===== src/i2cms_pkg.sv =====
// ============================================================================
// I2C master bit sequencer package
// Shared constants, item types, phase action codes and small lookup helpers.
// ============================================================================
package i2cms_pkg;

    // Width of the per-phase tick counter.
    localparam int TICK_W = 16;
    // Width of the phase_ticks configuration register.
    localparam int CFG_W = 16;
    // Width used to compare the counter against the phase limit.
    localparam int LIM_W = (TICK_W > CFG_W) ? TICK_W : CFG_W;
    // Phase index width; the longest series has 25 phases.
    localparam int IDX_W = 5;
    localparam int BYTE_W = 8;
    localparam int REQ_W = 3;

    // Reset value of phase_ticks.
    localparam logic [CFG_W-1:0] PHASE_TICKS_RST = CFG_W'(720);

    // Command codes carried by req_type.
    typedef enum logic [REQ_W-1:0] {
        REQ_START   = 3'd0,
        REQ_STOP    = 3'd1,
        REQ_TX_BYTE = 3'd2,
        REQ_RX_BYTE = 3'd3,
        REQ_TX_ACK  = 3'd4,
        REQ_RX_ACK  = 3'd5
    } req_t;

    // What one phase does.
    typedef enum logic [1:0] {
        ACT_SCL  = 2'd0,
        ACT_SDA  = 2'd1,
        ACT_READ = 2'd2
    } act_kind_t;

    typedef struct packed {
        act_kind_t kind;
        logic      val;
    } phase_act_t;

    // Input item: one clock tick of the sequencer.
    typedef struct packed {
        logic              cmd_valid;
        logic [REQ_W-1:0]  req_type;
        logic [BYTE_W-1:0] tx_byte;
        logic              ack_level;
        logic              sda_in;
    } in_item_t;

    // Result item: pin levels and status after the tick.
    typedef struct packed {
        logic              scl_out;
        logic              sda_out;
        logic              busy_res;
        logic              done_res;
        logic [BYTE_W-1:0] rx_byte;
        logic              rx_ack;
        logic              cmd_rejected;
    } out_item_t;

    // Number of phases in each command's series.
    function automatic logic [IDX_W-1:0] series_len(input logic [REQ_W-1:0] cmd);
        logic [IDX_W-1:0] len;
        case (cmd)
            REQ_START:   len = IDX_W'(4);
            REQ_STOP:    len = IDX_W'(3);
            REQ_TX_BYTE: len = IDX_W'(24);
            REQ_RX_BYTE: len = IDX_W'(25);
            REQ_TX_ACK:  len = IDX_W'(3);
            REQ_RX_ACK:  len = IDX_W'(4);
            default:     len = IDX_W'(4);
        endcase
        return len;
    endfunction

    // Quotient by three for a 5-bit value: (v * 11) >> 5 is exact for v < 32.
    function automatic logic [3:0] div3(input logic [IDX_W-1:0] v);
        logic [8:0] prod;
        prod = 9'(v) * 9'd11;
        return prod[8:5];
    endfunction

endpackage


===== src/i2cms_phase_dec.sv =====
// ============================================================================
// I2C master phase decoder
// Maps a command and a phase index to the pin write or SDA read it performs.
// ============================================================================
module i2cms_phase_dec (
    input  logic [i2cms_pkg::REQ_W-1:0]  cmd,
    input  logic [i2cms_pkg::IDX_W-1:0]  idx,
    input  logic [i2cms_pkg::BYTE_W-1:0] tx,
    input  logic                         ack,
    output i2cms_pkg::phase_act_t        act
);

    logic [3:0]                    q_tx;
    logic [i2cms_pkg::IDX_W-1:0]   sub_tx;
    logic [i2cms_pkg::IDX_W-1:0]   idx_m1;
    logic [3:0]                    q_rx;
    logic [i2cms_pkg::IDX_W-1:0]   sub_rx;
    logic [2:0]                    bit_sel;

    // Bit slot and position within the slot for the byte commands.
    always_comb
    begin
        q_tx    = i2cms_pkg::div3(idx);
        sub_tx  = idx - ({1'b0, q_tx} + {q_tx, 1'b0});
        idx_m1  = idx - i2cms_pkg::IDX_W'(1);
        q_rx    = i2cms_pkg::div3(idx_m1);
        sub_rx  = idx_m1 - ({1'b0, q_rx} + {q_rx, 1'b0});
        bit_sel = 3'd7 - q_tx[2:0];
    end

    // Phase action lookup per command.
    always_comb
    begin
        act.kind = i2cms_pkg::ACT_SCL;
        act.val  = 1'b0;
        case (cmd)
            i2cms_pkg::REQ_START:
            begin
                act.kind = idx[0] ? i2cms_pkg::ACT_SCL : i2cms_pkg::ACT_SDA;
                act.val  = (idx < i2cms_pkg::IDX_W'(2));
            end
            i2cms_pkg::REQ_STOP:
            begin
                act.kind = (idx == i2cms_pkg::IDX_W'(1)) ? i2cms_pkg::ACT_SCL
                                                          : i2cms_pkg::ACT_SDA;
                act.val  = (idx != '0);
            end
            i2cms_pkg::REQ_TX_BYTE:
            begin
                if (sub_tx == '0)
                begin
                    act.kind = i2cms_pkg::ACT_SDA;
                    act.val  = tx[bit_sel];
                end
                else
                begin
                    act.kind = i2cms_pkg::ACT_SCL;
                    act.val  = (sub_tx == i2cms_pkg::IDX_W'(1));
                end
            end
            i2cms_pkg::REQ_RX_BYTE:
            begin
                if (idx == '0)
                begin
                    act.kind = i2cms_pkg::ACT_SDA;
                    act.val  = 1'b1;
                end
                else if (sub_rx == i2cms_pkg::IDX_W'(1))
                begin
                    act.kind = i2cms_pkg::ACT_READ;
                end
                else
                begin
                    act.kind = i2cms_pkg::ACT_SCL;
                    act.val  = (sub_rx == '0);
                end
            end
            i2cms_pkg::REQ_TX_ACK:
            begin
                if (idx == '0)
                begin
                    act.kind = i2cms_pkg::ACT_SDA;
                    act.val  = ack;
                end
                else
                begin
                    act.kind = i2cms_pkg::ACT_SCL;
                    act.val  = (idx == i2cms_pkg::IDX_W'(1));
                end
            end
            default:
            begin
                // Receive ack series.
                if (idx == '0)
                begin
                    act.kind = i2cms_pkg::ACT_SDA;
                    act.val  = 1'b1;
                end
                else if (idx == i2cms_pkg::IDX_W'(2))
                begin
                    act.kind = i2cms_pkg::ACT_READ;
                end
                else
                begin
                    act.kind = i2cms_pkg::ACT_SCL;
                    act.val  = (idx == i2cms_pkg::IDX_W'(1));
                end
            end
        endcase
    end

endmodule


===== src/i2cms_step.sv =====
// ============================================================================
// I2C master sequencer state
// Holds the line and command state and advances it by one tick per item.
// ============================================================================
module i2cms_step (
    input  logic                         clk,
    input  logic                         rst_n,
    input  logic                         adv,
    input  i2cms_pkg::in_item_t          item,
    input  logic [i2cms_pkg::CFG_W-1:0]  phase_ticks,
    output i2cms_pkg::out_item_t         res
);

    logic                          scl_reg, scl_next;
    logic                          sda_reg, sda_next;
    logic [i2cms_pkg::REQ_W-1:0]   cmd_reg, cmd_next;
    logic                          running_reg, running_next;
    logic [i2cms_pkg::IDX_W-1:0]   idx_reg, idx_next;
    logic [i2cms_pkg::TICK_W-1:0]  tick_reg, tick_next;
    logic [i2cms_pkg::BYTE_W-1:0]  shift_reg, shift_next;
    logic                          ack_store_reg, ack_store_next;
    logic [i2cms_pkg::BYTE_W-1:0]  tx_hold_reg, tx_hold_next;
    logic                          ack_hold_reg, ack_hold_next;

    logic [i2cms_pkg::LIM_W-1:0]   lim;
    logic [i2cms_pkg::LIM_W-1:0]   cnt_max;
    logic                          expired;
    logic [i2cms_pkg::IDX_W-1:0]   nxt_idx;
    logic                          start_ok;
    logic                          step_ok;
    logic                          do_act;
    logic [i2cms_pkg::REQ_W-1:0]   sel_cmd;
    logic [i2cms_pkg::IDX_W-1:0]   sel_idx;
    logic [i2cms_pkg::BYTE_W-1:0]  sel_tx;
    logic                          sel_ack;
    logic [i2cms_pkg::BYTE_W-1:0]  shift_base;
    logic                          done;
    logic                          rejected;
    i2cms_pkg::phase_act_t         act;

    // Phase length: zero counts as one, and the counter range caps it.
    always_comb
    begin
        cnt_max = i2cms_pkg::LIM_W'({i2cms_pkg::TICK_W{1'b1}});
        lim     = i2cms_pkg::LIM_W'(phase_ticks);
        if (lim == '0)
        begin
            lim = i2cms_pkg::LIM_W'(1);
        end
        if (lim > cnt_max)
        begin
            lim = cnt_max;
        end
        expired = (i2cms_pkg::LIM_W'(tick_reg) >= lim);
    end

    // Choose which phase, if any, acts on this tick.
    always_comb
    begin
        nxt_idx  = idx_reg + i2cms_pkg::IDX_W'(1);
        start_ok = !running_reg && item.cmd_valid &&
                   (item.req_type <= i2cms_pkg::REQ_RX_ACK);
        step_ok  = running_reg && expired &&
                   (nxt_idx < i2cms_pkg::series_len(cmd_reg));
        do_act   = start_ok || step_ok;
        sel_cmd  = running_reg ? cmd_reg      : item.req_type;
        sel_idx  = running_reg ? nxt_idx      : '0;
        sel_tx   = running_reg ? tx_hold_reg  : item.tx_byte;
        sel_ack  = running_reg ? ack_hold_reg : item.ack_level;
    end

    i2cms_phase_dec u_phase_dec (
        .cmd (sel_cmd),
        .idx (sel_idx),
        .tx  (sel_tx),
        .ack (sel_ack),
        .act (act)
    );

    // Next state for one tick.
    always_comb
    begin
        scl_next       = scl_reg;
        sda_next       = sda_reg;
        cmd_next       = cmd_reg;
        running_next   = running_reg;
        idx_next       = idx_reg;
        tick_next      = tick_reg;
        ack_store_next = ack_store_reg;
        tx_hold_next   = tx_hold_reg;
        ack_hold_next  = ack_hold_reg;
        done           = 1'b0;
        rejected       = 1'b0;
        shift_base     = (start_ok && (item.req_type == i2cms_pkg::REQ_RX_BYTE)) ?
                         '0 : shift_reg;

        if (running_reg)
        begin
            rejected = item.cmd_valid;
            if (expired)
            begin
                if (step_ok)
                begin
                    idx_next  = nxt_idx;
                    tick_next = i2cms_pkg::TICK_W'(1);
                end
                else
                begin
                    running_next = 1'b0;
                    done         = 1'b1;
                    idx_next     = '0;
                    tick_next    = '0;
                end
            end
            else
            begin
                tick_next = tick_reg + i2cms_pkg::TICK_W'(1);
            end
        end
        else if (item.cmd_valid)
        begin
            if (start_ok)
            begin
                cmd_next      = item.req_type;
                tx_hold_next  = item.tx_byte;
                ack_hold_next = item.ack_level;
                running_next  = 1'b1;
                idx_next      = '0;
                tick_next     = i2cms_pkg::TICK_W'(1);
            end
            else
            begin
                rejected = 1'b1;
            end
        end

        // Apply the selected phase action.
        shift_next = shift_base;
        if (do_act)
        begin
            case (act.kind)
                i2cms_pkg::ACT_SCL: scl_next = act.val;
                i2cms_pkg::ACT_SDA: sda_next = act.val;
                i2cms_pkg::ACT_READ:
                begin
                    if (sel_cmd == i2cms_pkg::REQ_RX_BYTE)
                    begin
                        shift_next = {shift_base[i2cms_pkg::BYTE_W-2:0], item.sda_in};
                    end
                    else
                    begin
                        ack_store_next = item.sda_in;
                    end
                end
                default: ;
            endcase
        end
    end

    // The result shows the state after this tick.
    always_comb
    begin
        res.scl_out      = scl_next;
        res.sda_out      = sda_next;
        res.busy_res     = running_next;
        res.done_res     = done;
        res.rx_byte      = shift_next;
        res.rx_ack       = ack_store_next;
        res.cmd_rejected = rejected;
    end

    // State registers advance once per processed item.
    always_ff @(posedge clk or negedge rst_n)
    begin
        if (!rst_n)
        begin
            scl_reg       <= 1'b1;
            sda_reg       <= 1'b1;
            cmd_reg       <= '0;
            running_reg   <= 1'b0;
            idx_reg       <= '0;
            tick_reg      <= '0;
            shift_reg     <= '0;
            ack_store_reg <= 1'b0;
            tx_hold_reg   <= '0;
            ack_hold_reg  <= 1'b0;
        end
        else if (adv)
        begin
            scl_reg       <= scl_next;
            sda_reg       <= sda_next;
            cmd_reg       <= cmd_next;
            running_reg   <= running_next;
            idx_reg       <= idx_next;
            tick_reg      <= tick_next;
            shift_reg     <= shift_next;
            ack_store_reg <= ack_store_next;
            tx_hold_reg   <= tx_hold_next;
            ack_hold_reg  <= ack_hold_next;
        end
    end

endmodule


===== src/i2c_master_bit_sequencer_core.sv =====
// ============================================================================
// I2C master bit sequencer core
// Runs start, stop, byte and ack commands as timed open-drain pin phases.
// ============================================================================
//  Channel   Signals                        Direction  Transfer
//  item      item_valid/item_ready/item     in         valid and ready high
//  result    result_valid/result_ready/...  out        valid and ready high
//  cfg       cfg_we/cfg_wdata               in         write on cfg_we
//
// One item is taken per cycle unless a waiting result is stalled; each item
// is held in the input register, then passes once through the step logic
// into the result register. Reset leaves both registers empty, lines released
// and phase_ticks at 720. When a result waits with result_ready low it holds,
// the input register fills, and then item_ready drops.
module i2c_master_bit_sequencer_core (
    input  logic                         clk,
    input  logic                         rst_n,
    input  logic                         item_valid,
    output logic                         item_ready,
    input  i2cms_pkg::in_item_t          item,
    output logic                         result_valid,
    input  logic                         result_ready,
    output i2cms_pkg::out_item_t         result,
    input  logic                         cfg_we,
    input  logic [i2cms_pkg::CFG_W-1:0]  cfg_wdata
);

    logic                          in_valid_reg, in_valid_next;
    i2cms_pkg::in_item_t           in_item_reg;
    logic                          out_valid_reg, out_valid_next;
    i2cms_pkg::out_item_t          out_item_reg;
    logic [i2cms_pkg::CFG_W-1:0]   phase_ticks_reg;
    logic                          load_out;
    logic                          adv;
    logic                          accept;
    i2cms_pkg::out_item_t          step_res;

    // Handshake control between the input and result registers.
    always_comb
    begin
        load_out       = !out_valid_reg || result_ready;
        adv            = in_valid_reg && load_out;
        item_ready     = !in_valid_reg || load_out;
        accept         = item_valid && item_ready;
        in_valid_next  = accept ? 1'b1 : (adv ? 1'b0 : in_valid_reg);
        out_valid_next = load_out ? in_valid_reg : out_valid_reg;
    end

    // Configuration register.
    always_ff @(posedge clk or negedge rst_n)
    begin
        if (!rst_n)
        begin
            phase_ticks_reg <= i2cms_pkg::PHASE_TICKS_RST;
        end
        else if (cfg_we)
        begin
            phase_ticks_reg <= cfg_wdata;
        end
    end

    // Valid flags.
    always_ff @(posedge clk or negedge rst_n)
    begin
        if (!rst_n)
        begin
            in_valid_reg  <= 1'b0;
            out_valid_reg <= 1'b0;
        end
        else
        begin
            in_valid_reg  <= in_valid_next;
            out_valid_reg <= out_valid_next;
        end
    end

    // Payload registers.
    always_ff @(posedge clk)
    begin
        if (accept)
        begin
            in_item_reg <= item;
        end
        if (adv)
        begin
            out_item_reg <= step_res;
        end
    end

    i2cms_step u_step (
        .clk         (clk),
        .rst_n       (rst_n),
        .adv         (adv),
        .item        (in_item_reg),
        .phase_ticks (phase_ticks_reg),
        .res         (step_res)
    );

    assign result_valid = out_valid_reg;
    assign result       = out_item_reg;

endmodule


===== config.mk =====
export PLATFORM = sky130hd
export DESIGN_NAME = i2c_master_bit_sequencer_core
export DESIGN_NICKNAME = d
export VERILOG_FILES = /design/src/i2cms_pkg.sv /design/src/i2cms_phase_dec.sv /design/src/i2cms_step.sv /design/src/i2c_master_bit_sequencer_core.sv
export SDC_FILE = /design/constraint.sdc
export NUM_CORES = 1
export LEC_CHECK = 0
export ABC_AREA = 1
export ABC_CLOCK_PERIOD_IN_PS = 6800
export BUFFER_PORTS_ARGS = -buffer_cell sky130_fd_sc_hd__buf_2
export CAP_MARGIN = 40
export CORE_MARGIN = 2
export CORE_UTILIZATION = 35
export DETAILED_ROUTE_END_ITERATION = 6
export PLACE_DENSITY = 0.57
export REMOVE_ABC_BUFFERS = 1
export SLEW_MARGIN = 20
export SYNTH_ARGS = -nofsm -noshare
export SYNTH_HDL_FRONTEND = slang
export SYNTH_SLANG_ARGS = --single-unit

===== constraint.sdc =====
create_clock -name clk -period 6.8 [get_ports clk]
set_input_delay 1.36 -clock clk [delete_from_list [all_inputs] [get_ports clk]]
set_output_delay 1.36 -clock clk [all_outputs]
set_load 0.05 [all_outputs]

# Word-level counts from Yosys, hierarchy flattened
# Cells that the tools add are included.
# totals
register_bits	91
latchBits	0
ram_bits	0
rom_bits	0
in_bits	35
out_inout_bits	16
elab_cells	138
memories	0
# classes
n_addsub	8
n_mul	2
div	0
n_lt_le_gt_ge	6
n_eq_ne	16
shifts	0
n_mux	52
bitwise_logic	1
n_reduce_logical	28
# op_table
op	n
$mux 16	6
$mux 8	5
$mux 5	6
$mux 1	25
$mul 5x4->9 const B	2
$add 16x1->16 const B	1
$ge 16x16->1	1
$gt 16x16->1 const B	1
$logic_not 16->1	1
$eq 3x2->1 const B	5
$eq 5x1->1 const B	3
$logic_not 5->1	3
$pmux 3 s5	1
$pmux 5 s3	1
$add 4x5->5	2
$sub 5x5->5	2
$mux 3	3
$mux 2	4
$reduce_and 4->1	2
$logic_and 1x1->1	7
$eq 3x1->1 const B	2
$eq 3x3->1 const B	2
$reduce_bool 2->1	3
$add 5x1->5 const B	1
20 further kinds	24

# Logic depth before layout (Yosys ltp)
# depth
word_depth	13
mapped_depth	34
ltp_nobuf	34

# By module
# From an unflattened synthesis, not the netlist that was laid out.
# unflattened
hier_cells	852
area_unflattened_um2	6601.3
# by_module_without_submodules
module	n_inst	cells_each	area_each_um2	seq_area_each_um2
i2cms_step	1	489	3352.0	1128.6
i2cms_phase_dec	1	256	1664.1	0.0
i2c_master_bit_sequencer_core	1	107	1585.3	1296.2

# Worst setup path before layout
# No wires, ideal clock.
# synth_timing
path_kind	register to register
start	register u_step.idx_reg[0] in the netlist's numbering
end	register out_item_reg (netlist bit result[7]), data pin
setup_ns	0.256
t_arrival_ns	4.835
required_time_ns	6.544
setup_slack_ns	1.709
stages_incl_launch_ff	31
n_path_buf	1
period_less_slack_ns	5.091
cell_sequence	dfrtp_1 > ha_1 > nand2_1 > inv_2 > nor2_4 > nand3_2 > nand2_1 > nand2_1 > ha_1 > ha_1 > ha_1 > a21oi_1 > nand2_1 > a21oi_1 > xnor2_1 > fa_1 > inv_1 > ha_1 > inv_1 > o21bai_1 > a31oi_1 > inv_1 > nand3_1 > nand2_1 > nand2_1 > nand3_2 > nand2_2 > nand3_2 > buf_6 > nand2_1 > o21ai_2
# synth_rtl
element	line_no	rtl
start: declaration	i2cms_step.sv:18	logic [i2cms_pkg::IDX_W-1:0] idx_reg, idx_next;
start signal: assignment	i2cms_step.sv:194	idx_reg <= idx_next;
end signal: assignment	i2c_master_bit_sequencer_core.sv:86	out_item_reg <= step_res;
end: declaration	i2c_master_bit_sequencer_core.sv:31	i2cms_pkg::out_item_t out_item_reg;

==> out/metrics.csv <==
metric;value;unit
Setup Skew;0.0145;ns
fraction of layout cells with a size suffix above 1;12.4;%
post-layout worst setup margin;0.974;ns
Crit path arrival time;6.04;ns
via count of the first global-routing pass;4622;
Hold Path Class;flip-flop to flip-flop;
DR iter-0 viols;230;
most frequent cell after synthesis;sky130_fd_sc_hd__nand2_1;
count of synthesis-stage warnings from yosys;0;
area of the multi-input gates;0.00314;mm^2
Peak Freq;0.172;GHz
Clk Tree Root Cell;sky130_fd_sc_hd__clkbuf_16;
Worst path slowest cell;sky130_fd_sc_hd__fa_1;
Slew @ Worst Pin;0.894;ns
startpoint of the most critical setup path;u_step.idx_reg[0];
clock sink count;91;
synthesized netlist cell count;764;
share of flip-flops with an asynchronous set or reset;69.2;%
register bit count reported by yosys;91;
sum of overflow across all layers after global routing;0;
post-synthesis sequential area ratio;39.4;%
Die X-Extent;137;um
delay contributed by the slowest stage of the critical path;0.54;ns
element type at the critical path start;flip-flop;
CTS clk-pin slew, worst paths;0.07;ns
core box area;0.0172;mm^2
post-layout net count;915;
class of the most critical setup path;flip-flop to flip-flop;
Primary FF master, synth;sky130_fd_sc_hd__dfrtp_1;
critical path's most frequent cell;sky130_fd_sc_hd__nand2_1;
source of the worst hold timing path;in_item_reg[13];
CTS tree;built;
global-route wire length before repair;22000;um
number of antenna violations at the first check in global routing;0;
accumulated negative setup slack;0;ns
DRC violations left;0;
register area;0.00242;mm^2
fraction of synthesized cell area taken by the top area cell type;23.2;%
most numerous cell types in the synthesized netlist;sky130_fd_sc_hd__nand2_1 (175), sky130_fd_sc_hd__inv_1 (133), sky130_fd_sc_hd__o21ai_0 (59);
post-detailed-route wirelength per cell;12.3;um
flop2flop setup slack;0.97;ns
number of buffers and inverters on the critical path;4;
synth top area cells;sky130_fd_sc_hd__dfrtp_1 (23%), sky130_fd_sc_hd__edfxtp_1 (14%), sky130_fd_sc_hd__ha_1 (12%);
Overall Global Routing Usage;14.7;%
Die Footprint;0.0187;mm^2
final worst-path cycle share;85.7;%
Routability Congestion;0.823;
final period demand of the worst path;5.83;ns
final count of hold timing violations;0;
cell area after synthesis;0.00615;mm^2
sort of element at the end of the critical path;flip-flop;
clock latency on the worst-skew pair;0.35;ns
launching point of the worst reg2reg path;u_step.idx_reg[0];
detailed placer's ending HPWL;9840;um
worst setup slack after placement;0.951;ns
unrepaired setup endpoints after global routing;false;
number of inserted filler cells in the final layout;1770;
final count of pins violating max slew;0;
setup-violating endpoint count in the final report;0;
die boundary height;137;um
post-layout instance count excluding filler cells;1045;
Setup Buffers After CTS;0;
ratio of routed vias to standard cells;4.72;
Pre-Repair DR Iteration Count;5;
post-synth cell types;44;
largest net degree at the start of global routing;64;
antenna-violating nets left;0;
relative max-transition margin;40.4;%
standard-cell row count;48;
result of the run;finished, final reports clean;
number of antenna cells inserted;0;
Gates resized, CTS repair;0;
number of vias after detailed routing;4928;
post-cts hold buffer count;0;
Post-synth EDFFs;28;
final routed wirelength across all metal layers;12900;um
area growth from synthesis to final layout;13.4;%
count of placed standard cells including taps;1028;
H-tree level count;3;
buffer levels on the longest clock path;2;
max cap viols;0;
Starting Density;35.7;%
Synth Area per Inst;8.06;um^2
clock buffer count from CTS;9;
IO Count;51;
cell class contributing the biggest share of worst-path delay;adder cells;
library cell occupying the most area in the post-synthesis netlist;sky130_fd_sc_hd__dfrtp_1;
data required time of the critical path;7.02;ns
count of buffers from port buffering;50;
crit-path max FO;12;
[kinds of logic (layout without fill, tap and decap cells)]
logic type,after synthesis,after routing,synth area share [%]
buf+inv,151,207,9.55
xor+xnor,17,17,2.42
simple gates,309,309,22.0
fa+ha+maj,65,65,14.2
compound gates,131,131,12.5
flops,91,91,39.4
[cells in the final DEF, fill, tap and decap left out, types with 28 or more instances in the layout]
cell                       Yosys  final
sky130_fd_sc_hd__nand2_1     175    175
sky130_fd_sc_hd__inv_1       133    133
sky130_fd_sc_hd__dfrtp_1      57     57
sky130_fd_sc_hd__o21ai_0      59     59
sky130_fd_sc_hd__buf_2         2     50
sky130_fd_sc_hd__nand3_1      48     48
sky130_fd_sc_hd__a21oi_1      28     28
sky130_fd_sc_hd__ha_1         57     57
sky130_fd_sc_hd__nor2_1       42     42
sky130_fd_sc_hd__edfxtp_1     28     28
[per-layer routing]
layer	track usage, %	share of wire (%)	wire, um	vias to the layer above
li1	-	-	-	2619
met4	3.47	0.94	121	0
met5	0	0	0	-
met1	21.0	51	6560	2232
met2	22.9	45	5800	70
met3	2.70	3.1	402	7
[layout make-up]
class | instances | share of cell area, %
Inverter | 138 | 7.42
Clock inverter | 6 | 1.04
Tap cell | 225 | 4.03
Clock buffer | 10 | 3.28
Timing Repair Buffer | 53 | 4.48
Multi-Input combinational cell | 522 | 45.0
Sequential cell | 91 | 34.7
[worst paths after layout]
| check | to | cells after the start |
|---|---|---|
| min reg2reg | u_step.cmd_reg[1] | 1 |
| min in group asynchronous | phase_ticks_reg[12] | 2 |
| max in group asynchronous | phase_ticks_reg[7] | 3 |
| min | u_step.cmd_reg[1] | 1 |
| max | u_step.shift_reg[1] | 30 |
| max reg2reg | u_step.shift_reg[1] | 30 |
[metrics by stage]
| stage | hold WS, ns | util, % | instance area (um^2) |
|---|---|---|---|
| 2_1_floorplan | 0.428 | - | 6080 |
| 3_3_place_gp | 0.461 | 38.4 | 6620 |
| 3_5_place_dp | 0.467 | 38.6 | 6650 |
| 4_1_cts | 0.472 | 40.3 | 6950 |
| 5_1_grt | 0.486 | 40.5 | 6980 |
| 6_report | 0.468 | 40.5 | 6980 |
Power is left out: the tool's default activity adds up to more than one toggle a clock period on the data nets, which glitch-free logic cannot reach.
